==> src/hdl/yplc_pkg.sv <==
// Shared types and constants for the YUV plane layout calculator.
`default_nettype none

package yplc_pkg;

   // Field widths of the request and result items
   localparam int unsigned ModeW   = 4;
   localparam int unsigned AddrW   = 32;
   localparam int unsigned DimW    = 13;
   localparam int unsigned LpsW    = 2;
   localparam int unsigned StrideW = 14;
   localparam int unsigned CpsW    = 3;

   // Packed stream widths, padded to whole bytes
   localparam int unsigned ReqDataW = 64;
   localparam int unsigned RspDataW = 160;

   // Format codes
   typedef enum logic [ModeW-1:0] {
      FMT_YV12 = 4'd0,
      FMT_IF09 = 4'd1,
      FMT_YVU9 = 4'd2,
      FMT_IYUV = 4'd3,
      FMT_Y42B = 4'd4,
      FMT_I420 = 4'd5,
      FMT_YV16 = 4'd6,
      FMT_YV24 = 4'd7,
      FMT_Y41B = 4'd8,
      FMT_UYVY = 4'd9,
      FMT_YUY2 = 4'd10,
      FMT_YVYU = 4'd11,
      FMT_HDYC = 4'd12
   } fmt_code_type;

   // One layout request
   typedef struct packed {
      logic [ModeW-1:0] mode;
      logic [AddrW-1:0] buffer_base;
      logic [DimW-1:0]  width;
      logic [DimW-1:0]  height;
   } req_type;

   // Decoded format properties
   typedef struct packed {
      logic       known;    // code is a supported format
      logic [1:0] hshift;   // log2 of horizontal subsampling
      logic [1:0] vshift;   // log2 of vertical subsampling
      logic       packed_fmt;
      logic       v_first;  // V plane stored before U
      logic [1:0] off_y;    // byte offsets inside a macropixel
      logic [1:0] off_u;
      logic [1:0] off_v;
   } fmt_type;

   // One layout result
   typedef struct packed {
      logic               ok;
      logic [LpsW-1:0]    luma_pixel_stride;
      logic [StrideW-1:0] luma_line_stride;
      logic [DimW-1:0]    chroma_width;
      logic [DimW-1:0]    chroma_height;
      logic [CpsW-1:0]    chroma_pixel_stride;
      logic [StrideW-1:0] chroma_line_stride;
      logic [AddrW-1:0]   luma_addr;
      logic [AddrW-1:0]   cb_addr;
      logic [AddrW-1:0]   cr_addr;
   } rsp_type;

endpackage

`default_nettype wire

==> src/hdl/yuv_plane_layout_calc_unit.sv <==
// Top level of the YUV plane layout calculator.
//
// Usage:
//   A layout request enters on the req_ stream (format code in req_tuser,
//   base address and frame size in req_tdata). Each request gives exactly
//   one result item on the rsp_ stream: the valid flag in rsp_tuser and the
//   strides, chroma size and Y/U/V plane addresses in rsp_tdata.
//   A request is first held in one input register; the decode, two small
//   multipliers and the address adders then feed the result register,
//   which drives rsp_tvalid. One item per cycle is sustained while the
//   receiver keeps rsp_tready high.
//   Reset empties both registers; no result is shown until a request is
//   accepted after reset. When the receiver stalls, the result register
//   holds its item and the input register can still take one more request;
//   req_tready drops only when both are full and rsp_tready is low.
//   MAX_DIM sets the largest width and height accepted as valid.
`default_nettype none

module yuv_plane_layout_calc_unit #(
   parameter int unsigned MAX_DIM = 4096
) (
   input  wire logic                             clock,
   input  wire logic                             reset,
   // request stream
   input  wire logic                             req_tvalid,
   output logic                                  req_tready,
   // tdata: buffer_base[31:0], width[44:32], height[57:45], zero pad
   input  wire logic [yplc_pkg::ReqDataW-1:0]    req_tdata,
   // tuser: mode[3:0]
   input  wire logic [yplc_pkg::ModeW-1:0]       req_tuser,
   // result stream
   output logic                                  rsp_tvalid,
   input  wire logic                             rsp_tready,
   // tdata: luma_pixel_stride[1:0], luma_line_stride[15:2],
   //   chroma_width[28:16], chroma_height[41:29], chroma_pixel_stride[44:42],
   //   chroma_line_stride[58:45], luma_addr[90:59], cb_addr[122:91],
   //   cr_addr[154:123], zero pad
   output logic [yplc_pkg::RspDataW-1:0]         rsp_tdata,
   // tuser: ok[0]
   output logic                                  rsp_tuser
);

   localparam int unsigned DimW  = yplc_pkg::DimW;
   localparam int unsigned AddrW = yplc_pkg::AddrW;

   logic               req_vld_ff;
   logic               req_vld_in;
   yplc_pkg::req_type  req_ff;
   yplc_pkg::req_type  req_in;
   logic               rsp_vld_ff;
   logic               rsp_vld_in;
   yplc_pkg::rsp_type  rsp_ff;
   yplc_pkg::rsp_type  rsp_in;
   yplc_pkg::fmt_type  fmt;
   logic               rsp_adv;
   logic               req_adv;

   // Pipeline flow: each register loads when empty or draining
   assign rsp_adv    = !rsp_vld_ff || rsp_tready;
   assign req_adv    = !req_vld_ff || rsp_adv;
   assign req_tready = req_adv;

   // Unpack request item
   always_comb begin
      req_in.mode        = req_tuser;
      req_in.buffer_base = req_tdata[AddrW-1:0];
      req_in.width       = req_tdata[AddrW +: DimW];
      req_in.height      = req_tdata[AddrW+DimW +: DimW];
   end

   assign req_vld_in = req_adv ? req_tvalid : req_vld_ff;
   assign rsp_vld_in = rsp_adv ? req_vld_ff : rsp_vld_ff;

   // Input register
   always_ff @(posedge clock) begin
      if (reset) begin
         req_vld_ff <= 1'b0;
      end else begin
         req_vld_ff <= req_vld_in;
      end
      if (req_adv && req_tvalid) begin
         req_ff <= req_in;
      end
   end

   yplc_decode u_decode (
      .mode (req_ff.mode),
      .fmt  (fmt)
   );

   yplc_calc #(
      .MAX_DIM (MAX_DIM)
   ) u_calc (
      .req (req_ff),
      .fmt (fmt),
      .rsp (rsp_in)
   );

   // Result register
   always_ff @(posedge clock) begin
      if (reset) begin
         rsp_vld_ff <= 1'b0;
      end else begin
         rsp_vld_ff <= rsp_vld_in;
      end
      if (rsp_adv && req_vld_ff) begin
         rsp_ff <= rsp_in;
      end
   end

   // Pack result item
   assign rsp_tvalid = rsp_vld_ff;
   assign rsp_tuser  = rsp_ff.ok;
   assign rsp_tdata  = {5'd0,
                        rsp_ff.cr_addr,
                        rsp_ff.cb_addr,
                        rsp_ff.luma_addr,
                        rsp_ff.chroma_line_stride,
                        rsp_ff.chroma_pixel_stride,
                        rsp_ff.chroma_height,
                        rsp_ff.chroma_width,
                        rsp_ff.luma_line_stride,
                        rsp_ff.luma_pixel_stride};

endmodule

`default_nettype wire

==> src/hdl/yplc_decode.sv <==
// Format code decoder: subsampling, packing and plane order per code.
`default_nettype none

module yplc_decode (
   input  wire logic [yplc_pkg::ModeW-1:0] mode,
   output yplc_pkg::fmt_type               fmt
);

   always_comb begin
      fmt            = '0;
      fmt.known      = 1'b1;
      case (yplc_pkg::fmt_code_type'(mode))
         yplc_pkg::FMT_YV12: begin
            fmt.hshift  = 2'd1;
            fmt.vshift  = 2'd1;
            fmt.v_first = 1'b1;
         end
         yplc_pkg::FMT_IYUV, yplc_pkg::FMT_I420: begin
            fmt.hshift = 2'd1;
            fmt.vshift = 2'd1;
         end
         yplc_pkg::FMT_IF09, yplc_pkg::FMT_YVU9: begin
            fmt.hshift  = 2'd2;
            fmt.vshift  = 2'd2;
            fmt.v_first = 1'b1;
         end
         yplc_pkg::FMT_Y42B: begin
            fmt.hshift = 2'd1;
         end
         yplc_pkg::FMT_YV16: begin
            fmt.hshift  = 2'd1;
            fmt.v_first = 1'b1;
         end
         yplc_pkg::FMT_YV24: begin
            fmt.v_first = 1'b1;
         end
         yplc_pkg::FMT_Y41B: begin
            fmt.hshift = 2'd2;
         end
         // packed 4:2:2, Y/U/V byte offsets in the macropixel
         yplc_pkg::FMT_YUY2: begin
            fmt.hshift     = 2'd1;
            fmt.packed_fmt = 1'b1;
            fmt.off_y      = 2'd0;
            fmt.off_u      = 2'd1;
            fmt.off_v      = 2'd3;
         end
         yplc_pkg::FMT_YVYU: begin
            fmt.hshift     = 2'd1;
            fmt.packed_fmt = 1'b1;
            fmt.off_y      = 2'd0;
            fmt.off_u      = 2'd3;
            fmt.off_v      = 2'd1;
         end
         yplc_pkg::FMT_UYVY, yplc_pkg::FMT_HDYC: begin
            fmt.hshift     = 2'd1;
            fmt.packed_fmt = 1'b1;
            fmt.off_y      = 2'd1;
            fmt.off_u      = 2'd0;
            fmt.off_v      = 2'd2;
         end
         default: begin
            fmt.known = 1'b0;
         end
      endcase
   end

endmodule

`default_nettype wire

==> src/hdl/yplc_calc.sv <==
// Layout arithmetic: checks, strides, chroma size and plane addresses.
`default_nettype none

module yplc_calc #(
   parameter int unsigned MAX_DIM = 4096
) (
   input  wire yplc_pkg::req_type req,
   input  wire yplc_pkg::fmt_type fmt,
   output yplc_pkg::rsp_type      rsp
);

   localparam int unsigned DimW    = yplc_pkg::DimW;
   localparam int unsigned StrideW = yplc_pkg::StrideW;
   localparam int unsigned AddrW   = yplc_pkg::AddrW;

   logic                    dims_ok;
   logic                    div_ok;
   logic                    ok;
   logic [DimW-1:0]         cw;
   logic [DimW-1:0]         ch;
   logic [StrideW-1:0]      lls;
   logic [2*DimW-1:0]       luma_size;
   logic [2*DimW-1:0]       chroma_size;
   logic [AddrW-1:0]        second_addr;
   logic [AddrW-1:0]        third_addr;

   // Range and divisibility checks
   always_comb begin
      dims_ok = (req.buffer_base != '0) && (req.width != '0) && (req.height != '0)
                && (32'(req.width) <= 32'(MAX_DIM)) && (32'(req.height) <= 32'(MAX_DIM));
      div_ok  = ((req.width[1:0] & ((2'd1 << fmt.hshift) - 2'd1)) == 2'd0)
                && ((req.height[1:0] & ((2'd1 << fmt.vshift) - 2'd1)) == 2'd0);
      ok      = fmt.known && dims_ok && div_ok;
   end

   // Chroma size and luma line stride
   assign cw  = req.width >> fmt.hshift;
   assign ch  = req.height >> fmt.vshift;
   assign lls = fmt.packed_fmt ? {req.width, 1'b0} : {1'b0, req.width};

   // Plane sizes for planar formats; luma line stride equals width there
   assign luma_size   = req.width * req.height;
   assign chroma_size = cw * ch;
   assign second_addr = req.buffer_base + AddrW'(luma_size);
   assign third_addr  = second_addr + AddrW'(chroma_size);

   // Assemble the result, all zero on failure
   always_comb begin
      rsp = '0;
      if (ok) begin
         rsp.ok               = 1'b1;
         rsp.luma_line_stride = lls;
         rsp.chroma_width     = cw;
         rsp.chroma_height    = ch;
         if (fmt.packed_fmt) begin
            rsp.luma_pixel_stride   = 2'd2;
            rsp.chroma_pixel_stride = 3'd4;
            rsp.chroma_line_stride  = lls;
            rsp.luma_addr           = req.buffer_base + AddrW'(fmt.off_y);
            rsp.cb_addr             = req.buffer_base + AddrW'(fmt.off_u);
            rsp.cr_addr             = req.buffer_base + AddrW'(fmt.off_v);
         end else begin
            rsp.luma_pixel_stride   = 2'd1;
            rsp.chroma_pixel_stride = 3'd1;
            rsp.chroma_line_stride  = {1'b0, cw};
            rsp.luma_addr           = req.buffer_base;
            rsp.cb_addr             = fmt.v_first ? third_addr : second_addr;
            rsp.cr_addr             = fmt.v_first ? second_addr : third_addr;
         end
      end
   end

endmodule

`default_nettype wire

==> config.mk <==
export PLATFORM = sky130hd
export DESIGN_NAME = yuv_plane_layout_calc_unit
export DESIGN_NICKNAME = d
export VERILOG_FILES = /design/src/hdl/yplc_pkg.sv /design/src/hdl/yuv_plane_layout_calc_unit.sv /design/src/hdl/yplc_decode.sv /design/src/hdl/yplc_calc.sv
export SDC_FILE = /design/constraint.sdc
export NUM_CORES = 1
export LEC_CHECK = 0
export BUFFER_PORTS_ARGS = -buffer_cell sky130_fd_sc_hd__buf_2
export CAP_MARGIN = 20
export CORE_AREA = 2 2 213 215
export DETAILED_ROUTE_END_ITERATION = 10
export DIE_AREA = 0 0 215 217
export GPL_TIMING_DRIVEN = 0
export PLACE_DENSITY = 0.79
export SLEW_MARGIN = 10
export SYNTH_ARGS = -nofsm -noshare
export SYNTH_HDL_FRONTEND = slang
export SYNTH_SLANG_ARGS = --single-unit
==> constraint.sdc <==
create_clock -name clock -period 8.12 [get_ports clock]
set_input_delay 1.218 -clock clock [delete_from_list [all_inputs] [get_ports clock]]
set_output_delay 1.218 -clock clock [all_outputs]
set_load 0.005 [all_outputs]
**Yosys cells after proc, flatten, opt, wreduce, memory -nomap -nowiden**

Cells that the tools add are included.

- Multipliers: 2
- Add/subtract/negate cells: 7
- Equality and inequality tests: 12
- Shifts and indexed selects: 4
- Bitwise operators: 2
- Multiplexer cells: 12
- Magnitude comparators: 2
- Reduce and logical (&&, ||, !) cells: 28
- Divide/modulo/power cells: 0

Operators by type and width:

| kind | number |
|---|---|
| two-way mux 156 bit | 1 |
| two-way mux 113 bit | 1 |
| adder 32 x 2 -> 32 bit | 2 |
| adder 32 x 26 -> 32 bit | 2 |
| two-way mux 32 bit | 2 |
| multiplier 13 x 13 -> 26 bit | 2 |
| adder 32 x 1 -> 32 bit | 1 |
| nonzero test 32 bit | 1 |
| <= comparator 13 bit, second input constant | 2 |
| nonzero test 13 bit | 2 |
| right shift 13 x 2 -> 13 bit | 2 |
| == test 4 bit, second input constant | 5 |
| == test 4 x 3 -> 1 bit, second input constant | 4 |
| case mux 5 bit (3 select lines) | 1 |
| two-way mux 14 bit | 1 |
| OR reduction 13 bit | 1 |
| logical AND 1 bit | 9 |
| OR reduction 9 bit | 1 |
| == test 4 x 2 -> 1 bit, second input constant | 2 |
| case mux 2 bit (2 select lines) | 2 |
| OR reduction 3 bit | 2 |
| OR reduction 5 bit | 1 |
| bitwise AND 2 bit | 2 |
| == test 4 x 1 -> 1 bit, second input constant | 1 |
| 11 further kinds | 19 |

- Memories kept: 0
- Input bits: 72
- Word-level logic and storage cells: 86
- Memory bits (read-only): 0
- Latch bits: 0
- RAM bits: 0
- Flip-flop bits (word level): 220
- Output and inout bits: 163

**Depth between registers and ports, before layout**

- Word-level depth: 10
- Mapped depth: 37
- Depth with buffers taken out: 35

**Hierarchy**

A second synthesis with hierarchy kept.

- Cells, all modules: 2650
- Area, all modules: 24965.2 um^2

Modules (own cells, without submodules):

| module | area an instance (um^2) | sequential area each (um^2) | cells an instance | instances |
|---|---|---|---|---|
| yplc_calc | 18063.6 | 0.0 | 2385 | 1 |
| yuv_plane_layout_calc_unit | 6691.4 | 6586.3 | 234 | 1 |
| yplc_decode | 210.2 | 0.0 | 31 | 1 |

**Worst setup path before layout**

OpenSTA, ideal clock, no wires.

- Kind: input-to-reg
- From: input port rsp_tready
- To: register rsp_ff, in the netlist rsp_tdata[0], enable pin
- Arrival: 8.057 ns
- Setup time: 0.686 ns
- Slack: -0.623 ns
- Buffers on the path: 0
- Stages on the path: 2
- Data required time: 7.434 ns
- Path through: nor2b_1 nor2b_1

- Word-level cells in the longest chain between the ends: 2

RTL lines:

| item | RTL line | RTL |
|---|---|---|
| from (decl) | yuv_plane_layout_calc_unit.sv:33 | `input wire logic rsp_tready,` |
| logical OR 1 bit | yuv_plane_layout_calc_unit.sv:59 | `assign rsp_adv = !rsp_vld_ff \|\| rsp_tready;` |
| logical AND 1 bit | yuv_plane_layout_calc_unit.sv:106 | `if (rsp_adv && req_vld_ff) begin` |
| to (signal assigned) | yuv_plane_layout_calc_unit.sv:107 | `rsp_ff <= rsp_in;` |
| to (decl) | yuv_plane_layout_calc_unit.sv:52 | `yplc_pkg::rsp_type rsp_ff;` |

Every way passes these cells.
A chain may end at the register's enable or synchronous reset.

**Worst setup path after layout**

- From: register req_ff[2] in the netlist's numbering
- To: register rsp_ff, in the netlist rsp_tdata[117] (data pin)

- Word-level cells in the longest chain between the ends: 6
- Elaborated cells on any way between the ends: 14
- Those cells by class: add/sub (2); mul (2); order compare (1); shift (1); mux (2); reduce/logical (6)

RTL lines:

| item | RTL line | RTL |
|---|---|---|
| from (decl) | yuv_plane_layout_calc_unit.sv:48 | `yplc_pkg::req_type req_ff;` |
| from (signal assigned) | yuv_plane_layout_calc_unit.sv:82 | `req_ff <= req_in;` |
| parallel branches: the longest is 6 deep, another holds adder 32 x 26 -> 32 bit | -- |  |

Several ways; the timed one is not identified.

==> impl_metrics.toml <==
[yosys]
avgSynthCellArea_um2 = 9.25
synth_area_leaders = "edfxtp_1 26%, fa_1 24%, ha_1 8.9%"
ys_seq_elements = 217
yosysUniqueCellTypes = 71
synthCells = 2667
synth_area_mm2 = 0.0247
yosys_most_used_dff = "edfxtp_1"
ys_seq_area_frac = 0.263
synth_top_cells_by_count = "459 x inv_1, 344 x nand2_1, 292 x fa_1"
synth_edf_count = 215
async_flop_share = 0
yosys.area.top_type = "edfxtp_1"
yosysTopAreaCellShare = 0.262
yosys_warnings = 0
synth.most_common_cell = "inv_1"

[grt]
antenna_found_initial = 2
grt_pass1_wl_um = 127000
grt.overflow.total = 0
grt_pass1_vias = 21587
grt_max_degree = 38
grt.total_usage = 0.364

[timing]
period_minus_slack_ns = 8.75
rsz0062_at_grt = "yes"
finalSetupViolCount = 32
finalClockSkew_ns = 0.00930
final_max_slew_viol_count = 0
final.period_utilization = 1.08
tightest_slew_ns = 1.07
slew_headroom = 0.282
fmax_mhz = 114
fin_ws_ns = -0.634
tns_ns = -11.82
finalHoldViolCount = 0

[final_layout]
final_nets = 3580
drive_gt1_frac = 0.217
fin_area_mm2 = 0.0300
area_growth_pct = 21.8
finalCoreUtilization = 0.672
fin_cells = 3657

[setup_path]
required_ns = 8.41
critPathMaxStageDelay_ns = 0.49
endpoint = "rsp_tdata[117]"
start_kind = "flop"
critPathMostFrequentCell = "fa_1"
critPathKind = "reg2reg"
rr_endpoint = "rsp_tdata[117]"
path_max_fanout = 10
regToRegSetupSlack_ns = -0.63
r2r_start = "req_ff[2]"
reg2reg_depth = 35
cpLargestDelayFamily = "adder cells"
crit_slowest_cell = "fa_1"
path_depth = 35
cp-startpoint = "req_ff[2]"
end_kind = "flop"
cp_data_arrival_time_ns = 9.04
path_buf_inv = 10

[hold_path]
hold_class = "reg2reg"

[clock_tree]
cts_buffer_depth = 3
cts-root-buf = "clkbuf_16"
htree_levels = 1
insertion_delay_ns = 0.55
cts_num_sinks = 217
hold_buffers = 0
clk_pin_slew_worst_paths_ns = 0.06
cts_buffers = 23
cts_tree = "built"

[run_status]
outcome = "finished, violations left"
violations = "negative setup slack"

[drt]
detail-route-antenna-nets = 0
drt_wl_total_um = 87400
vias_per_cell = 5.97
first_pass_iters = 9
vias = 21840
wl_per_cell_um = 23.9
drt_first_iter_violations = 2442
drc_errors = 0

[floorplan]
fp-row-count = 78
start_util = 0.552
die_area_mm2 = 0.0467
die_w_um = 215
pin_count = 235
die_y_um = 217
core_mm2 = 0.0447

[place]
hpwlAfterDp_um = 67100
port-buffer-count = 222
dpl.cell_count = 3501
placed_area_mm2 = 0.0268
gp_congestion = 1.02

[flow_run]
maxCapViolations = 0
area by class of cell:
class	count	area (µm²)
sequential	217	6500
fill	3538	14700
clock buffer	32	609
clock inverter	8	171
antenna	1	2.50
inverter	459	1730
multi-input combinational	1847	17200
buffer	137	836
timing repair buffer	356	2270
tap	600	751
metal layers:
layer | wire [µm] | global-route usage
met5 | 16 | 0
met4 | 5450 | 0.191
met3 | 8880 | 0.0605
met2 | 40300 | 0.583
met1 | 32800 | 0.481
how the worst min path moves through the flow:
stage | start | to | cells after the start
floorplan | req_vld_ff | rsp_tvalid | 2
global placement | req_vld_ff | rsp_tvalid | 2
detailed placement | req_vld_ff | rsp_tvalid | 2
CTS | req_vld_ff | rsp_tvalid | 2
global route | req_vld_ff | rsp_tvalid | 2
finish | req_vld_ff | rsp_tvalid | 2
per-stage QoR:
step | setup slack, ns | hold WS [ns]
after floorplan | 0.0145 | 0.477
after global placement | -1.69 | 0.488
after detailed placement | -1.79 | 0.530
after CTS | -0.484 | 0.544
after global routing | -0.827 | 0.579
final | -0.634 | 0.548
registers in the layout (all words and copies together), names as in the netlist:
signal and flops:
req_ff 62, rsp_tuser 1, rsp_tdata 152, rsp_tvalid 1
req_vld_ff 1
kinds of logic after synthesis:
group,after synthesis,share of synthesized area
compound gates,346,0.0966
xor+xnor,134,0.0476
fa+ha+maj,467,0.326
buf+inv,608,0.0945
flops,217,0.263
mux,38,0.0157
other cells,1,0.000152
simple gates,856,0.156
tightest hold or removal path: stages (launching register included):
cell and delay (ns):
dfxtp_1 0.34, nor2_1 0.12, nor2_1 0.05
timing repair:
action / 4_1_cts / 5_1_grt
endpoints found under the setup margin: 47 / 40
setup buffers: 94 / 35
pin swaps: 101 / 104
resized for setup: 246 / 103
layout by cell type, fill, tap and decap left out, types with 88 or more instances in the layout:
| cell | count |
|---|---|
| and2_1 | 108 |
| inv_1 | 445 |
| buf_2 | 235 |
| buf_4 | 125 |
| nand2_1 | 341 |
| fa_1 | 289 |
| nor2_1 | 224 |
| edfxtp_1 | 215 |
| xnor2_1 | 88 |
| ha_1 | 151 |
Power is not shown: default switching activity piles up to over one toggle a cycle in this logic, so the estimate is an artifact.
